===== config.mk =====
export PLATFORM = sky130hd
export DESIGN_NAME = mixed_radix_bin_index_flat
export DESIGN_NICKNAME = d
export VERILOG_FILES = /design/src/rtl/mrbi_pkg.sv /design/src/rtl/mrbi_if.sv /design/src/rtl/mrbi_datapath.sv /design/src/rtl/mrbi_ctrl.sv /design/src/rtl/mixed_radix_bin_index.sv /design/src/flat_wrapper.sv
export VERILOG_INCLUDE_DIRS = /design/src /design/src/rtl
export SDC_FILE = /design/constraint.sdc
export NUM_CORES = 1
export LEC_CHECK = 0
export BUFFER_PORTS_ARGS = -buffer_cell sky130_fd_sc_hd__buf_2
export CORE_UTILIZATION = 57
export CTS_CLUSTER_SIZE = 14
export DETAILED_ROUTE_END_ITERATION = 10
export PLACE_DENSITY = 0.84
export SETUP_SLACK_MARGIN = 0.3
export SYNTH_ARGS = -nofsm -noshare
export SYNTH_HDL_FRONTEND = slang
export SYNTH_SLANG_ARGS = --single-unit

===== constraint.sdc =====
create_clock -name clk -period 11.2 [get_ports clk]
set_input_delay 1.68 -clock clk [delete_from_list [all_inputs] [get_ports clk]]
set_output_delay 1.68 -clock clk [all_outputs]
set_load 0.01 [all_outputs]

===== src/rtl/mixed_radix_bin_index_defines.svh =====
// Assertion macros for the mixed-radix bin index block.
`ifndef MIXED_RADIX_BIN_INDEX_DEFINES_SVH
`define MIXED_RADIX_BIN_INDEX_DEFINES_SVH

`ifndef SYNTHESIS

// The property must hold at every clock edge outside reset.
`define MRBI_ASSERT(lbl, clk, rst_n, prop, msg) \
	lbl: assert property (@(posedge clk) disable iff (!rst_n) (prop)) else $error(msg);

// The expression must never be true outside reset.
`define MRBI_ASSERT_NEVER(lbl, clk, rst_n, expr, msg) \
	lbl: assert property (@(posedge clk) disable iff (!rst_n) !(expr)) else $error(msg);

`else

`define MRBI_ASSERT(lbl, clk, rst_n, prop, msg)
`define MRBI_ASSERT_NEVER(lbl, clk, rst_n, expr, msg)

`endif

`endif


===== src/rtl/mrbi_pkg.sv =====
// Shared constants, codes and types of the mixed-radix bin index block.
`timescale 1ns / 1ps
`default_nettype none

package mrbi_pkg;

	localparam int MAX_AXES   = 6;
	localparam int FLAT_W     = 48;
	localparam int BIN_W      = 8;
	localparam int AXIS_W     = 3;
	localparam int CNT_W      = 3;
	localparam int CNT_MAX    = 7;
	localparam int STATUS_W   = 2;
	localparam int CFG_IDX_W  = 3;
	localparam int CFG_DATA_W = 8;
	localparam int DIV_BITS   = 4;
	localparam int DIV_STEPS  = FLAT_W / DIV_BITS;
	localparam int STEP_W     = $clog2(DIV_STEPS);

	// Register indexes of the configuration port.
	localparam logic [CFG_IDX_W-1:0] REG_NUM_AXES   = CFG_IDX_W'(0);
	localparam logic [CFG_IDX_W-1:0] REG_BINS_FIRST = CFG_IDX_W'(1);
	localparam logic [CFG_IDX_W-1:0] REG_BINS_LAST  = CFG_IDX_W'(MAX_AXES);

	// Request commands.
	localparam logic CMD_FLATTEN = 1'b0;
	localparam logic CMD_UNPACK  = 1'b1;

	// Result status codes.
	localparam logic [STATUS_W-1:0] ST_OK    = STATUS_W'(0);
	localparam logic [STATUS_W-1:0] ST_COUNT = STATUS_W'(1);
	localparam logic [STATUS_W-1:0] ST_OOB   = STATUS_W'(2);

	typedef enum logic [1:0] {
		S_IDLE,
		S_DIV,
		S_CHECK,
		S_EMIT
	} state_t;

	typedef struct packed {
		logic              flat_step;
		logic              unpack_start;
		logic              div_step;
		logic              div_done;
		logic              out_oob;
		logic              out_digit;
		logic [AXIS_W-1:0] axis;
	} dp_cmd_t;

	typedef struct packed {
		logic [AXIS_W-1:0] used_axes;
		logic              zero_bin;
		logic              quot_nonzero;
		logic              out_free;
	} dp_stat_t;

endpackage

`default_nettype wire


===== src/rtl/mrbi_if.sv =====
// Channel interfaces: configuration writes, requests and results.
`timescale 1ns / 1ps
`default_nettype none

interface mrbi_cfg_if;
	logic                             valid;
	logic                             ready;
	logic [mrbi_pkg::CFG_IDX_W-1:0]   index;
	logic [mrbi_pkg::CFG_DATA_W-1:0]  data;

	modport source (output valid, output index, output data, input ready);
	modport sink (input valid, input index, input data, output ready);
endinterface

interface mrbi_req_if;
	logic                         valid;
	logic                         ready;
	logic                         command;
	logic [mrbi_pkg::BIN_W-1:0]   axis_bin;
	logic                         last_axis;
	logic [mrbi_pkg::FLAT_W-1:0]  flat_in;

	modport source (output valid, output command, output axis_bin, output last_axis,
		output flat_in, input ready);
	modport sink (input valid, input command, input axis_bin, input last_axis,
		input flat_in, output ready);
endinterface

interface mrbi_rsp_if;
	logic                           valid;
	logic                           ready;
	logic [mrbi_pkg::FLAT_W-1:0]    flat_out;
	logic [mrbi_pkg::AXIS_W-1:0]    axis_number;
	logic [mrbi_pkg::BIN_W-1:0]     axis_bin_out;
	logic [mrbi_pkg::STATUS_W-1:0]  status;
	logic                           last_result;

	modport source (output valid, output flat_out, output axis_number,
		output axis_bin_out, output status, output last_result, input ready);
	modport sink (input valid, input flat_out, input axis_number,
		input axis_bin_out, input status, input last_result, output ready);
endinterface

`default_nettype wire


===== src/rtl/mrbi_datapath.sv =====
// Datapath: configuration registers, flatten accumulator, digit divider and result register.
`timescale 1ns / 1ps
`default_nettype none

module mrbi_datapath (
	input  wire logic                          clk,
	input  wire logic                          arst_n,
	mrbi_cfg_if.sink                           cfg,
	input  wire logic [mrbi_pkg::BIN_W-1:0]    axis_bin,
	input  wire logic                          last_axis,
	input  wire logic [mrbi_pkg::FLAT_W-1:0]   flat_in,
	mrbi_rsp_if.source                         rsp,
	input  wire mrbi_pkg::dp_cmd_t             cmd,
	output mrbi_pkg::dp_stat_t                 stat
);

	logic [mrbi_pkg::AXIS_W-1:0]   num_axes_q;
	logic [mrbi_pkg::BIN_W-1:0]    bins_q [mrbi_pkg::MAX_AXES];
	logic [mrbi_pkg::AXIS_W-1:0]   used_axes;
	logic                          zero_bin;
	logic [mrbi_pkg::CFG_IDX_W-1:0] bin_wr_idx;

	logic [mrbi_pkg::FLAT_W-1:0]   acc_q;
	logic [mrbi_pkg::CNT_W-1:0]    cnt_q;
	logic [mrbi_pkg::BIN_W-1:0]    flat_bin;
	logic [mrbi_pkg::FLAT_W+mrbi_pkg::BIN_W-1:0] flat_prod;
	logic [mrbi_pkg::FLAT_W-1:0]   acc_next;
	logic [mrbi_pkg::CNT_W-1:0]    cnt_next;
	logic                          count_bad;

	logic [mrbi_pkg::FLAT_W-1:0]   qr_q;
	logic [mrbi_pkg::BIN_W-1:0]    rem_q;
	logic [mrbi_pkg::BIN_W-1:0]    divisor;
	logic [mrbi_pkg::FLAT_W-1:0]   qr_next;
	logic [mrbi_pkg::BIN_W:0]      rem_next;
	logic [mrbi_pkg::BIN_W-1:0]    digit_q [mrbi_pkg::MAX_AXES];

	logic                          out_valid_q;
	logic [mrbi_pkg::FLAT_W-1:0]   flat_out_q;
	logic [mrbi_pkg::AXIS_W-1:0]   axis_number_q;
	logic [mrbi_pkg::BIN_W-1:0]    axis_bin_out_q;
	logic [mrbi_pkg::STATUS_W-1:0] status_q;
	logic                          last_result_q;
	logic                          flat_load;
	logic                          out_load;

	// Configuration is always accepted.
	assign cfg.ready = 1'b1;
	assign bin_wr_idx = cfg.index - mrbi_pkg::REG_BINS_FIRST;

	always_ff @(posedge clk or negedge arst_n) begin
		if (!arst_n) begin
			num_axes_q <= '0;
			for (int k = 0; k < mrbi_pkg::MAX_AXES; k++) begin
				bins_q[k] <= mrbi_pkg::BIN_W'(1);
			end
		end else if (cfg.valid) begin
			if (cfg.index == mrbi_pkg::REG_NUM_AXES) begin
				num_axes_q <= cfg.data[mrbi_pkg::AXIS_W-1:0];
			end else if (cfg.index >= mrbi_pkg::REG_BINS_FIRST &&
				cfg.index <= mrbi_pkg::REG_BINS_LAST) begin
				bins_q[bin_wr_idx] <= cfg.data[mrbi_pkg::BIN_W-1:0];
			end
		end
	end

	always_comb begin
		used_axes = (num_axes_q > mrbi_pkg::AXIS_W'(mrbi_pkg::MAX_AXES)) ?
			mrbi_pkg::AXIS_W'(mrbi_pkg::MAX_AXES) : num_axes_q;
		zero_bin = 1'b0;
		for (int k = 0; k < mrbi_pkg::MAX_AXES; k++) begin
			if (mrbi_pkg::AXIS_W'(k) < used_axes && bins_q[k] == '0) begin
				zero_bin = 1'b1;
			end
		end
	end

	// Horner step of the flatten accumulator; elements past MAX_AXES only count.
	always_comb begin
		flat_bin = (cnt_q < mrbi_pkg::CNT_W'(mrbi_pkg::MAX_AXES)) ? bins_q[cnt_q] : '0;
		flat_prod = {{mrbi_pkg::BIN_W{1'b0}}, acc_q} *
			{{mrbi_pkg::FLAT_W{1'b0}}, flat_bin};
		acc_next = (cnt_q < mrbi_pkg::CNT_W'(mrbi_pkg::MAX_AXES)) ?
			flat_prod[mrbi_pkg::FLAT_W-1:0] +
			{{(mrbi_pkg::FLAT_W-mrbi_pkg::BIN_W){1'b0}}, axis_bin} : acc_q;
		cnt_next = (cnt_q == mrbi_pkg::CNT_W'(mrbi_pkg::CNT_MAX)) ? cnt_q : cnt_q + 1'b1;
		count_bad = (cnt_next != used_axes);
	end

	always_ff @(posedge clk or negedge arst_n) begin
		if (!arst_n) begin
			acc_q <= '0;
			cnt_q <= '0;
		end else if (cmd.flat_step) begin
			if (last_axis) begin
				acc_q <= '0;
				cnt_q <= '0;
			end else begin
				acc_q <= acc_next;
				cnt_q <= cnt_next;
			end
		end
	end

	// Restoring division, DIV_BITS quotient bits per cycle, dividend shifting out of qr_q.
	always_comb begin
		divisor  = bins_q[cmd.axis];
		rem_next = {1'b0, rem_q};
		qr_next  = qr_q;
		for (int i = 0; i < mrbi_pkg::DIV_BITS; i++) begin
			rem_next = {rem_next[mrbi_pkg::BIN_W-1:0], qr_next[mrbi_pkg::FLAT_W-1]};
			qr_next  = {qr_next[mrbi_pkg::FLAT_W-2:0], 1'b0};
			if (rem_next >= {1'b0, divisor}) begin
				rem_next   = rem_next - {1'b0, divisor};
				qr_next[0] = 1'b1;
			end
		end
	end

	always_ff @(posedge clk) begin
		if (cmd.unpack_start) begin
			qr_q  <= flat_in;
			rem_q <= '0;
		end else if (cmd.div_step) begin
			qr_q  <= qr_next;
			rem_q <= cmd.div_done ? '0 : rem_next[mrbi_pkg::BIN_W-1:0];
		end
		if (cmd.div_done) begin
			digit_q[cmd.axis] <= rem_next[mrbi_pkg::BIN_W-1:0];
		end
	end

	assign flat_load = cmd.flat_step && last_axis;
	assign out_load  = flat_load || cmd.out_oob || cmd.out_digit;

	always_ff @(posedge clk or negedge arst_n) begin
		if (!arst_n) begin
			out_valid_q <= 1'b0;
		end else if (out_load) begin
			out_valid_q <= 1'b1;
		end else if (rsp.ready) begin
			out_valid_q <= 1'b0;
		end
	end

	always_ff @(posedge clk) begin
		if (flat_load) begin
			flat_out_q     <= count_bad ? '0 : acc_next;
			axis_number_q  <= '0;
			axis_bin_out_q <= '0;
			status_q       <= count_bad ? mrbi_pkg::ST_COUNT : mrbi_pkg::ST_OK;
			last_result_q  <= 1'b1;
		end else if (cmd.out_oob) begin
			flat_out_q     <= '0;
			axis_number_q  <= '0;
			axis_bin_out_q <= '0;
			status_q       <= mrbi_pkg::ST_OOB;
			last_result_q  <= 1'b1;
		end else if (cmd.out_digit) begin
			flat_out_q     <= '0;
			axis_number_q  <= cmd.axis;
			axis_bin_out_q <= digit_q[cmd.axis];
			status_q       <= mrbi_pkg::ST_OK;
			last_result_q  <= (cmd.axis == used_axes - 1'b1);
		end
	end

	assign rsp.valid        = out_valid_q;
	assign rsp.flat_out     = flat_out_q;
	assign rsp.axis_number  = axis_number_q;
	assign rsp.axis_bin_out = axis_bin_out_q;
	assign rsp.status       = status_q;
	assign rsp.last_result  = last_result_q;

	assign stat.used_axes    = used_axes;
	assign stat.zero_bin     = zero_bin;
	assign stat.quot_nonzero = |qr_q;
	assign stat.out_free     = !out_valid_q || rsp.ready;

endmodule

`default_nettype wire


===== src/rtl/mrbi_ctrl.sv =====
// Controller: request intake, division sequencing over the axes and result emission.
`timescale 1ns / 1ps
`default_nettype none

module mrbi_ctrl (
	input  wire logic               clk,
	input  wire logic               arst_n,
	input  wire logic               req_valid,
	input  wire logic               req_command,
	output logic                    req_ready,
	input  wire mrbi_pkg::dp_stat_t stat,
	output mrbi_pkg::dp_cmd_t       cmd
);

	mrbi_pkg::state_t              state_q, state_d;
	logic [mrbi_pkg::AXIS_W-1:0]   axis_q, axis_d;
	logic [mrbi_pkg::STEP_W-1:0]   step_q, step_d;

	always_ff @(posedge clk or negedge arst_n) begin
		if (!arst_n) begin
			state_q <= mrbi_pkg::S_IDLE;
			axis_q  <= '0;
			step_q  <= '0;
		end else begin
			state_q <= state_d;
			axis_q  <= axis_d;
			step_q  <= step_d;
		end
	end

	always_comb begin
		state_d   = state_q;
		axis_d    = axis_q;
		step_d    = step_q;
		req_ready = 1'b0;
		cmd       = '0;
		case (state_q)
			mrbi_pkg::S_IDLE: begin
				req_ready = stat.out_free;
				if (req_valid && stat.out_free) begin
					if (req_command == mrbi_pkg::CMD_FLATTEN) begin
						cmd.flat_step = 1'b1;
					end else if (stat.used_axes == '0 || stat.zero_bin) begin
						// No axes or a zero bin count: every index is treated as out of range.
						cmd.out_oob = 1'b1;
					end else begin
						cmd.unpack_start = 1'b1;
						axis_d  = stat.used_axes - 1'b1;
						step_d  = '0;
						state_d = mrbi_pkg::S_DIV;
					end
				end
			end
			mrbi_pkg::S_DIV: begin
				cmd.div_step = 1'b1;
				cmd.axis     = axis_q;
				if (step_q == mrbi_pkg::STEP_W'(mrbi_pkg::DIV_STEPS - 1)) begin
					cmd.div_done = 1'b1;
					step_d = '0;
					if (axis_q == '0) begin
						state_d = mrbi_pkg::S_CHECK;
					end else begin
						axis_d = axis_q - 1'b1;
					end
				end else begin
					step_d = step_q + 1'b1;
				end
			end
			mrbi_pkg::S_CHECK: begin
				// A quotient left after the last axis means the index reached the total.
				if (stat.quot_nonzero) begin
					if (stat.out_free) begin
						cmd.out_oob = 1'b1;
						state_d = mrbi_pkg::S_IDLE;
					end
				end else begin
					axis_d  = '0;
					state_d = mrbi_pkg::S_EMIT;
				end
			end
			mrbi_pkg::S_EMIT: begin
				cmd.axis = axis_q;
				if (stat.out_free) begin
					cmd.out_digit = 1'b1;
					if (axis_q == stat.used_axes - 1'b1) begin
						state_d = mrbi_pkg::S_IDLE;
					end else begin
						axis_d = axis_q + 1'b1;
					end
				end
			end
			default: begin
				state_d = mrbi_pkg::S_IDLE;
			end
		endcase
	end

endmodule

`default_nettype wire


===== src/rtl/mixed_radix_bin_index.sv =====
// Top level of the mixed-radix bin index converter.
//
//   channel  direction  handshake      payload
//   cfg      in         valid/ready    index, data (always ready)
//   req      in         valid/ready    command, axis_bin, last_axis, flat_in
//   rsp      out        valid/ready    flat_out, axis_number, axis_bin_out, status, last_result
//
// A flatten request does one 48x8 multiply-add per element.
// An unpack request runs the shared divider over the axes, highest first, at four quotient
// bits per cycle, then gives one result per cycle while the result register can load.
// Unpack with no axes or a zero bin count answers out of bounds.
// Requests are taken only while the controller is idle and the result register can load.
// Reset is asynchronous and needs no clearing pass.
`timescale 1ns / 1ps
`default_nettype none

`include "mixed_radix_bin_index_defines.svh"

module mixed_radix_bin_index (
	input  wire logic  clk,
	input  wire logic  arst_n,
	mrbi_cfg_if.sink   cfg,
	mrbi_req_if.sink   req,
	mrbi_rsp_if.source rsp
);

	mrbi_pkg::dp_cmd_t  cmd;
	mrbi_pkg::dp_stat_t stat;
	logic               ctrl_ready;

	assign req.ready = ctrl_ready;

	mrbi_ctrl u_ctrl (
		.clk         (clk),
		.arst_n      (arst_n),
		.req_valid   (req.valid),
		.req_command (req.command),
		.req_ready   (ctrl_ready),
		.stat        (stat),
		.cmd         (cmd)
	);

	mrbi_datapath u_datapath (
		.clk       (clk),
		.arst_n    (arst_n),
		.cfg       (cfg),
		.axis_bin  (req.axis_bin),
		.last_axis (req.last_axis),
		.flat_in   (req.flat_in),
		.rsp       (rsp),
		.cmd       (cmd),
		.stat      (stat)
	);

	`MRBI_ASSERT(a_no_req_while_div, clk, arst_n, cmd.div_step |-> !req.ready, "request taken during division")
	`MRBI_ASSERT(a_out_load_free, clk, arst_n, (cmd.out_oob || cmd.out_digit) |-> stat.out_free, "result register overwritten")
	`MRBI_ASSERT(a_digit_axis_range, clk, arst_n, cmd.out_digit |-> (cmd.axis < stat.used_axes), "digit emitted beyond axis count")
	`MRBI_ASSERT_NEVER(a_div_zero, clk, arst_n, cmd.div_step && stat.zero_bin, "division by a zero bin count")

endmodule

`default_nettype wire

===== src/flat_wrapper.sv =====
// flat-port wrapper written by rule: the top's interface ports become plain ports
module mixed_radix_bin_index_flat 
  (clk, arst_n, cfg_valid, cfg_index, cfg_data, cfg_ready, req_valid, req_command, req_axis_bin, req_last_axis, req_flat_in, req_ready, rsp_valid, rsp_flat_out, rsp_axis_number, rsp_axis_bin_out, rsp_status, rsp_last_result, rsp_ready);
  mrbi_cfg_if cfg_i ();
  mrbi_req_if req_i ();
  mrbi_rsp_if rsp_i ();
  input  wire logic clk;
  input  wire logic arst_n;
  input wire logic [$bits(cfg_i.valid)-1:0] cfg_valid;
  input wire logic [$bits(cfg_i.index)-1:0] cfg_index;
  input wire logic [$bits(cfg_i.data)-1:0] cfg_data;
  output wire logic [$bits(cfg_i.ready)-1:0] cfg_ready;
  input wire logic [$bits(req_i.valid)-1:0] req_valid;
  input wire logic [$bits(req_i.command)-1:0] req_command;
  input wire logic [$bits(req_i.axis_bin)-1:0] req_axis_bin;
  input wire logic [$bits(req_i.last_axis)-1:0] req_last_axis;
  input wire logic [$bits(req_i.flat_in)-1:0] req_flat_in;
  output wire logic [$bits(req_i.ready)-1:0] req_ready;
  output wire logic [$bits(rsp_i.valid)-1:0] rsp_valid;
  output wire logic [$bits(rsp_i.flat_out)-1:0] rsp_flat_out;
  output wire logic [$bits(rsp_i.axis_number)-1:0] rsp_axis_number;
  output wire logic [$bits(rsp_i.axis_bin_out)-1:0] rsp_axis_bin_out;
  output wire logic [$bits(rsp_i.status)-1:0] rsp_status;
  output wire logic [$bits(rsp_i.last_result)-1:0] rsp_last_result;
  input wire logic [$bits(rsp_i.ready)-1:0] rsp_ready;
  assign cfg_i.valid = cfg_valid;
  assign cfg_i.index = cfg_index;
  assign cfg_i.data = cfg_data;
  assign cfg_ready = cfg_i.ready;
  assign req_i.valid = req_valid;
  assign req_i.command = req_command;
  assign req_i.axis_bin = req_axis_bin;
  assign req_i.last_axis = req_last_axis;
  assign req_i.flat_in = req_flat_in;
  assign req_ready = req_i.ready;
  assign rsp_valid = rsp_i.valid;
  assign rsp_flat_out = rsp_i.flat_out;
  assign rsp_axis_number = rsp_i.axis_number;
  assign rsp_axis_bin_out = rsp_i.axis_bin_out;
  assign rsp_status = rsp_i.status;
  assign rsp_last_result = rsp_i.last_result;
  assign rsp_i.ready = rsp_ready;
  mixed_radix_bin_index u_core (.clk(clk), .arst_n(arst_n), .cfg(cfg_i), .req(req_i), .rsp(rsp_i));
endmodule

==> results of run 1 <==
final cells by class:
| cell class | instances | area share |
|---|---|---|
| clock buffer | 46 | 0.03382 |
| sequential | 278 | 0.2716 |
| timing repair buffer | 171 | 0.03373 |
| tap | 592 | 0.02648 |
| inverter | 341 | 0.04576 |
| clock inverter | 16 | 0.006084 |
| multi-input combinational | 1947 | 0.5826 |
cells in the mapped netlist, types with 51 or more instances:
library cell / instances
nand2_1: 449
fa_1: 264
xnor2_1: 51
nor2_1: 103
edfxtp_1: 146
and2_1: 93
clkbuf_1: 97
nor2b_1: 140
a21oi_1: 115
mux2_2: 64
ha_1: 136
inv_1: 339
dfrtp_1: 106
o21ai_0: 88
registers in the layout, summed over array words and instances (netlist names):
signal and cells:
u_core.u_datapath.acc_q 48, u_core.u_datapath.bins_q 48, u_core.u_datapath.digit_q 48, u_core.u_datapath.qr_q 48, u_core.u_datapath.rsp.flat_out 48, u_core.u_datapath.rem_q 8, u_core.u_datapath.rsp.axis_bin_out 8, u_core.u_ctrl.step_q 4
u_core.u_ctrl.axis_q 3, u_core.u_datapath.cnt_q 3, u_core.u_datapath.num_axes_q 3, u_core.u_datapath.rsp.axis_number 3, u_core.u_ctrl.state_q 2, u_core.u_datapath.rsp.status 2, u_core.u_datapath.rsp.last_result 1, u_core.u_datapath.rsp.valid 1
worst max-delay path: cells and delay by family (launching register included):
family                   cells  cell delay [ns]
adder cells (fa/ha/maj)      4             1.30
AO/OA/AOI/OAI               21             4.82
buffers and inverters        2             0.27
flip-flops                   1             0.65
AND/OR/NAND/NOR              9             1.60
multiplexers                 4             1.40
layout by cell type (no fill, tap or decap), drive strengths merged, types with 26 or more instances in the layout:
master and count:
nand2 450, inv 343, fa 264, buf 171, edfxtp 146, nor2b 140
ha 136, a21oi 115, dfrtp 106, nor2 103, and2 94, o21ai 92
mux2 72, xnor2 51, clkbuf 46, mux2i 45, a21o 36, nor3 34
a22o 32, xor2 31, nor4 26
stage by stage:
| step | area [sq um] | hold WS [ns] |
|---|---|---|
| after floorplan | 25670 | 0.4501 |
| after global placement | 26840 | 0.4429 |
| after detailed placement | 26840 | 0.4450 |
| after CTS | 27960 | 0.4605 |
| after global routing | 27970 | 0.4837 |
| final | 27970 | 0.4600 |
final timing paths:
check                                                    end  slack, ns  depth (start not counted)
hold / removal             u_core.u_datapath.rsp.last_result       0.46                          1
min in group asynchronous        u_core.u_datapath.rsp.valid       1.12                          1
setup reg to reg                  u_core.u_datapath.rem_q[1]       1.04                         40
hold reg to reg            u_core.u_datapath.rsp.last_result       0.46                          1
setup / recovery                  u_core.u_datapath.rem_q[1]       1.04                         40
max in group asynchronous         u_core.u_datapath.acc_q[1]       8.65                          2
kinds of logic after synthesis:
logic type               Yosys count
AO/OA/AOI/OAI                    389
XOR/XNOR                          82
buffers and inverters            492
adder cells (fa/ha/maj)          400
flip-flops                       278
other                              1
multiplexers                     125
AND/OR/NAND/NOR                  950
layer usage:
metal / up-vias / global-route usage
met2: 1015 / 0.4777
li1: 9004 / -
met3: 199 / 0.06085
met4: 0 / 0.1179
met1: 9976 / 0.3881
met5: - / 0
what timing repair did:
item | 4_1_cts | 5_1_grt
setup endpoints to repair | 0 | 57
hold buffers | 0 | 0
setup buffers | 0 | 1
hold endpoints to repair | 0 | 0
gates resized for setup | 0 | 3
==> flow_summary.yaml, run 1 <==
run_status:
  status: "finished, final reports clean"
yosys:
  synth-adder-area-share: 0.2722
  syn_avg_cell_area_sq_um: 9.447
  yosysSeqAreaShare: 0.2959
  synth_top_area_frac: 0.2059
  synth_compound_area_frac: 0.09705
  netlist_area_sq_mm: 0.02567
  synth_top_family_by_area: "adder cells"
  ys_ff_latch: 278
  yosys.area_share.simple: 0.1763
  synth-xor-area-share: 0.02798
  synth_area_leader_cell: "fa_1"
  ys_types: 75
  synthTopCellsByArea: "fa_1 21%, edfxtp_1 17%, dfrtp_1 10%"
  synth_edf_count: 146
  syn_nets: 3191
  yosys_warnings: 0
  synthMuxAreaShare: 0.05732
  netlist_instances: 2717
  synth_flop_cell: "edfxtp_1"
  synth-async-reset-ratio: 0.4029
worst_setup_path:
  cp.arrival_ns: 10.61
  cpPeakStageDelay_ns: 0.65
  crit_start: "u_core.u_ctrl.axis_q[1]"
  worst-path-max-fanout: 25
  critical_path_required_ns: 11.65
  cp-end-kind: "flip-flop"
  cpMostUsedCell: "o21ai_0"
  critical-path-slowest-cell: "dfrtp_2"
  start_kind: "flip-flop"
  r2r-start: "u_core.u_ctrl.axis_q[1]"
  criticalPathCategory: "flip-flop to flip-flop"
final_layout:
  multi_input_area_sq_mm: 0.01629
  n_antenna_cell: 0
  area_growth_pct: 8.969
  finalNonFillerCells: 3391
  regArea_sq_mm: 0.007596
  layout.nets: 3247
  nFillCells: 3495
  post-route-util: 0.6311
  drive_gt1_frac: 0.1204
global_route:
  antenna_found_initial: 0
  grt_pass1_vias: 21260
  grt_pass1_wl_microns: 109100
  grt_remaining_overflow: 0
  grt_max_degree: 70
  track_usage: 0.2946
sta:
  layout_setup_ws_ns: 1.039
  finalCritPeriodShare: 0.9073
  fmax_mhz: 98.41
  period_needed_ns: 10.16
  skew_ns: 0.02959
  final.setup.tns_ns: 0
  maxSlewHeadroom: 0.2921
  finalHoldViolations: 0
  setup_viol: 0
  rsz0062_at_grt: "false"
  tightest_slew_ns: 1.058
  drv_slew: 0
drt:
  dr.max_layer_used: "met4"
  routed_wl_microns: 65840
  route.met3.wl_microns: 6075
  dr.pass1.iters: 6
  wire_per_inst_microns: 19.42
  viasPerCell: 5.955
  drt-initial-drc-count: 2003
  met1Wirelength_microns: 25970
  ant_nets: 0
  drc_errors: 0
  wl_met2_microns: 31160
  vias: 20190
worst_hold_path:
  min_path_type: "flip-flop to flip-flop"
  min_from: "u_core.u_datapath.rsp.last_result"
job:
  maxCapViolations: 0
clock_tree:
  cts_buffers: 34
  clkTransAtPathRegs_ns: 0.06
  clock_latency_ns: 0.57
  cts_htree_levels: 2
  numClockSinks: 278
  clockBufferDepth: 3
  root_buffer: "clkbuf_16"
  cts_tree: "yes"
placement:
  place_congestion: 0.9247
  place_ws_ns: 0.7687
  port_buffers: 137
  post-dp-hpwl_microns: 48150
  placedCellCount: 3328
die:
  start_util: 0.5792
  num_rows: 77
  fp.dieArea_sq_mm: 0.04588
  die_w_microns: 214.2
  top_level_ports: 139
  coreArea_sq_mm: 0.04432
  die_h_microns: 214.2
Power of run 1 is left out: the tool's default activity adds up to more than one toggle a clock period on the data nets, which glitch-free logic cannot reach.
==> run 2, diff against run 1 <==
--- a/config.mk
+++ b/config.mk
@@ -7,11 +7,12 @@
 export NUM_CORES = 1
 export LEC_CHECK = 0
 export BUFFER_PORTS_ARGS = -buffer_cell sky130_fd_sc_hd__buf_2
-export CORE_UTILIZATION = 57
+export CORE_UTILIZATION = 58
 export CTS_CLUSTER_SIZE = 14
 export DETAILED_ROUTE_END_ITERATION = 10
-export PLACE_DENSITY = 0.84
+export PLACE_DENSITY = 0.85
 export SETUP_SLACK_MARGIN = 0.3
 export SYNTH_ARGS = -nofsm -noshare
 export SYNTH_HDL_FRONTEND = slang
+export SYNTH_HIERARCHICAL = 1
 export SYNTH_SLANG_ARGS = --single-unit
==> constraint.sdc (replaced) <==
create_clock -name clk -period 11.2 [get_ports clk]
set_input_delay 0 -clock clk [delete_from_list [all_inputs] [get_ports clk]]
set_output_delay 0 -clock clk [all_outputs]
set_load 0.01 [all_outputs]
==> flow_summary.yaml, run 2 <==
run_status:
  status: "finished, final reports clean"
final_layout:
  drive_gt1_frac: 0.1421
  layout.nets: 3326
  regArea_sq_mm: 0.007595
  layout_common_cells: "363 x inv_1, 295 x nand2_1, 264 x fa_1"
  n_antenna_cell: 0
  area_growth_pct: 11.38
  final_common_cell: "inv_1"
  multi_input_area_sq_mm: 0.01684
  nFillCells: 3354
drt:
  dr.max_layer_used: "met5"
  met1Wirelength_microns: 28320
  dr.pass1.iters: 6
  ant_nets: 0
  vias: 21250
  drc_errors: 0
  drt-initial-drc-count: 2207
  routed_wl_microns: 71980
  wl_met2_microns: 33950
  wire_per_inst_microns: 20.74
  route.met3.wl_microns: 6572
  viasPerCell: 6.125
sta:
  drv_slew: 0
  period_needed_ns: 10.20
  final.setup.tns_ns: 0
  skew_ns: 0.02903
  tightest_slew_ns: 1.267
  setup_viol: 0
  rsz0062_at_grt: "false"
  finalCritPeriodShare: 0.9107
  maxSlewHeadroom: 0.1555
  fmax_mhz: 98.04
  finalHoldViolations: 0
  layout_setup_ws_ns: 0.9997
yosys:
  syn_nets: 3202
  netlist_instances: 2728
  synthTopCellsByArea: "fa_1 20%, edfxtp_1 17%, dfrtp_1 10%"
  ys_types: 95
  ys_ff_latch: 278
  synth_edf_count: 146
  synth_area_leader_cell: "fa_1"
  yosys_warnings: 6
  ys_top_cells_by_count: "364 x inv_1, 296 x nand2_1, 264 x fa_1"
  synth-async-reset-ratio: 0.4029
  synth_flop_cell: "edfxtp_1"
  netlist_area_sq_mm: 0.02632
  yosysSeqAreaShare: 0.2885
  syn_avg_cell_area_sq_um: 9.650
  synth_top_area_frac: 0.2008
  yosysMostFrequentCell: "inv_1"
worst_setup_path:
  cp-end-kind: "flip-flop"
  critical-path-slowest-cell: "a2111oi_0"
  start_kind: "flip-flop"
  critical_path_required_ns: 11.41
  criticalPathCategory: "flip-flop to flip-flop"
  cpPeakStageDelay_ns: 0.41
  cpMostUsedCell: "o21ai_0"
  worst-path-max-fanout: 58
  cp.arrival_ns: 10.41
clock_tree:
  clockBufferDepth: 3
  clock_latency_ns: 0.57
  root_buffer: "clkbuf_16"
  clkTransAtPathRegs_ns: 0.06
  cts_buffers: 34
  cts_tree: "yes"
  cts_htree_levels: 2
  numClockSinks: 278
die:
  die_h_microns: 215.0
  fp.dieArea_sq_mm: 0.04624
  start_util: 0.5914
  die_w_microns: 215.0
  coreArea_sq_mm: 0.04451
  num_rows: 77
  top_level_ports: 139
placement:
  port_buffers: 137
  place_congestion: 0.9848
  place_ws_ns: 0.6794
  post-dp-hpwl_microns: 51280
global_route:
  grt_max_degree: 60
  grt_pass1_wl_microns: 117300
  grt_remaining_overflow: 0
  grt_pass1_vias: 22190
  track_usage: 0.3190
  antenna_found_initial: 1
job:
  maxCapViolations: 0
worst_hold_path:
  min_path_type: "primary input to async pin"
[run 2: cell count changes after synthesis, moves of 16 or more]
cell,before,now
inv_1,339,364
o21ai_0,88,104
nor2_1,103,183
mux2_2,64,108
and2_1,93,44
nand2_1,449,296
o211ai_1,13,30
[run 2: through the flow]
stage                       util  hold slack [ns]  std cells  instance area [sq um]
after CTS                 0.6577          0.09782       3466                  29270
final                     0.6587           0.1158       3470                  29320
after detailed placement  0.6180           0.1150       3342                  27510
after global placement    0.6180          0.09704       3342                  27510
after floorplan                -          -0.2956       2728                  26320
after global routing      0.6587           0.1530       3470                  29320
[run 2: timing repair]
item | CTS | global route
endpoints found under the hold margin | 160 | 0
setup buffers | 0 | 4
resized for setup | 0 | 6
setup endpoints to repair | 0 | 57
hold buffers | 62 | 0
[run 2: area by class of cell]
cell class	count	area share
clock buffers	39	0.03000
clock inverters	23	0.009132
inverters	366	0.04686
multi-input cells	1932	0.5744
flip-flops and latches	278	0.2590
well taps	592	0.02526
repair buffers	240	0.05526
[run 2: worst max-delay path, delay by kind of cell (launching register included)]
family | cells | cell delay [ns]
adders and majority gates | 4 | 1.10
muxes | 3 | 1.12
and+or+nand+nor | 5 | 0.90
DFF | 1 | 0.34
buffers and inverters | 6 | 1.08
AOI/OAI and AO/OA | 22 | 5.30
[run 2: worst paths after layout]
kind                       slack [ns]                                    to  cells past startpoint                                 start
min                              0.12       u_core/u_datapath/num_axes_q[0]                      2                                arst_n
max                               1.0       u_core/u_datapath/digit_q[3][3]                     40              u_core/u_ctrl/state_q[0]
max reg2reg                       1.0       u_core/u_datapath/digit_q[3][3]                     40              u_core/u_ctrl/state_q[0]
min reg2reg                      0.50  u_core/u_datapath/rsp.axis_number[2]                      2  u_core/u_datapath/rsp.axis_number[2]
max in group asynchronous        9.74           u_core/u_datapath/acc_q[36]                      3                                arst_n
min in group clk                 0.15           u_core/u_datapath/acc_q[25]                      4                           req_command
[run 2: per-layer routing]
| layer | GRT usage | vias up |
|---|---|---|
| li1 | - | 9302 |
| met5 | 0 | - |
| met1 | 0.4203 | 10540 |
| met3 | 0.05534 | 262 |
| met4 | 0.1348 | 2 |
| met2 | 0.5219 | 1151 |
[run 2: cells by family after synthesis]
group / share of synthesized area
AND/OR/NAND/NOR: 0.1530
other: 0.0001425
flip-flops: 0.2885
adder cells (fa/ha/maj): 0.2654
buffers and inverters: 0.07605
AO/OA/AOI/OAI: 0.1087
XOR/XNOR: 0.02762
multiplexers: 0.08061
Power of run 2 is left out for the same reason.
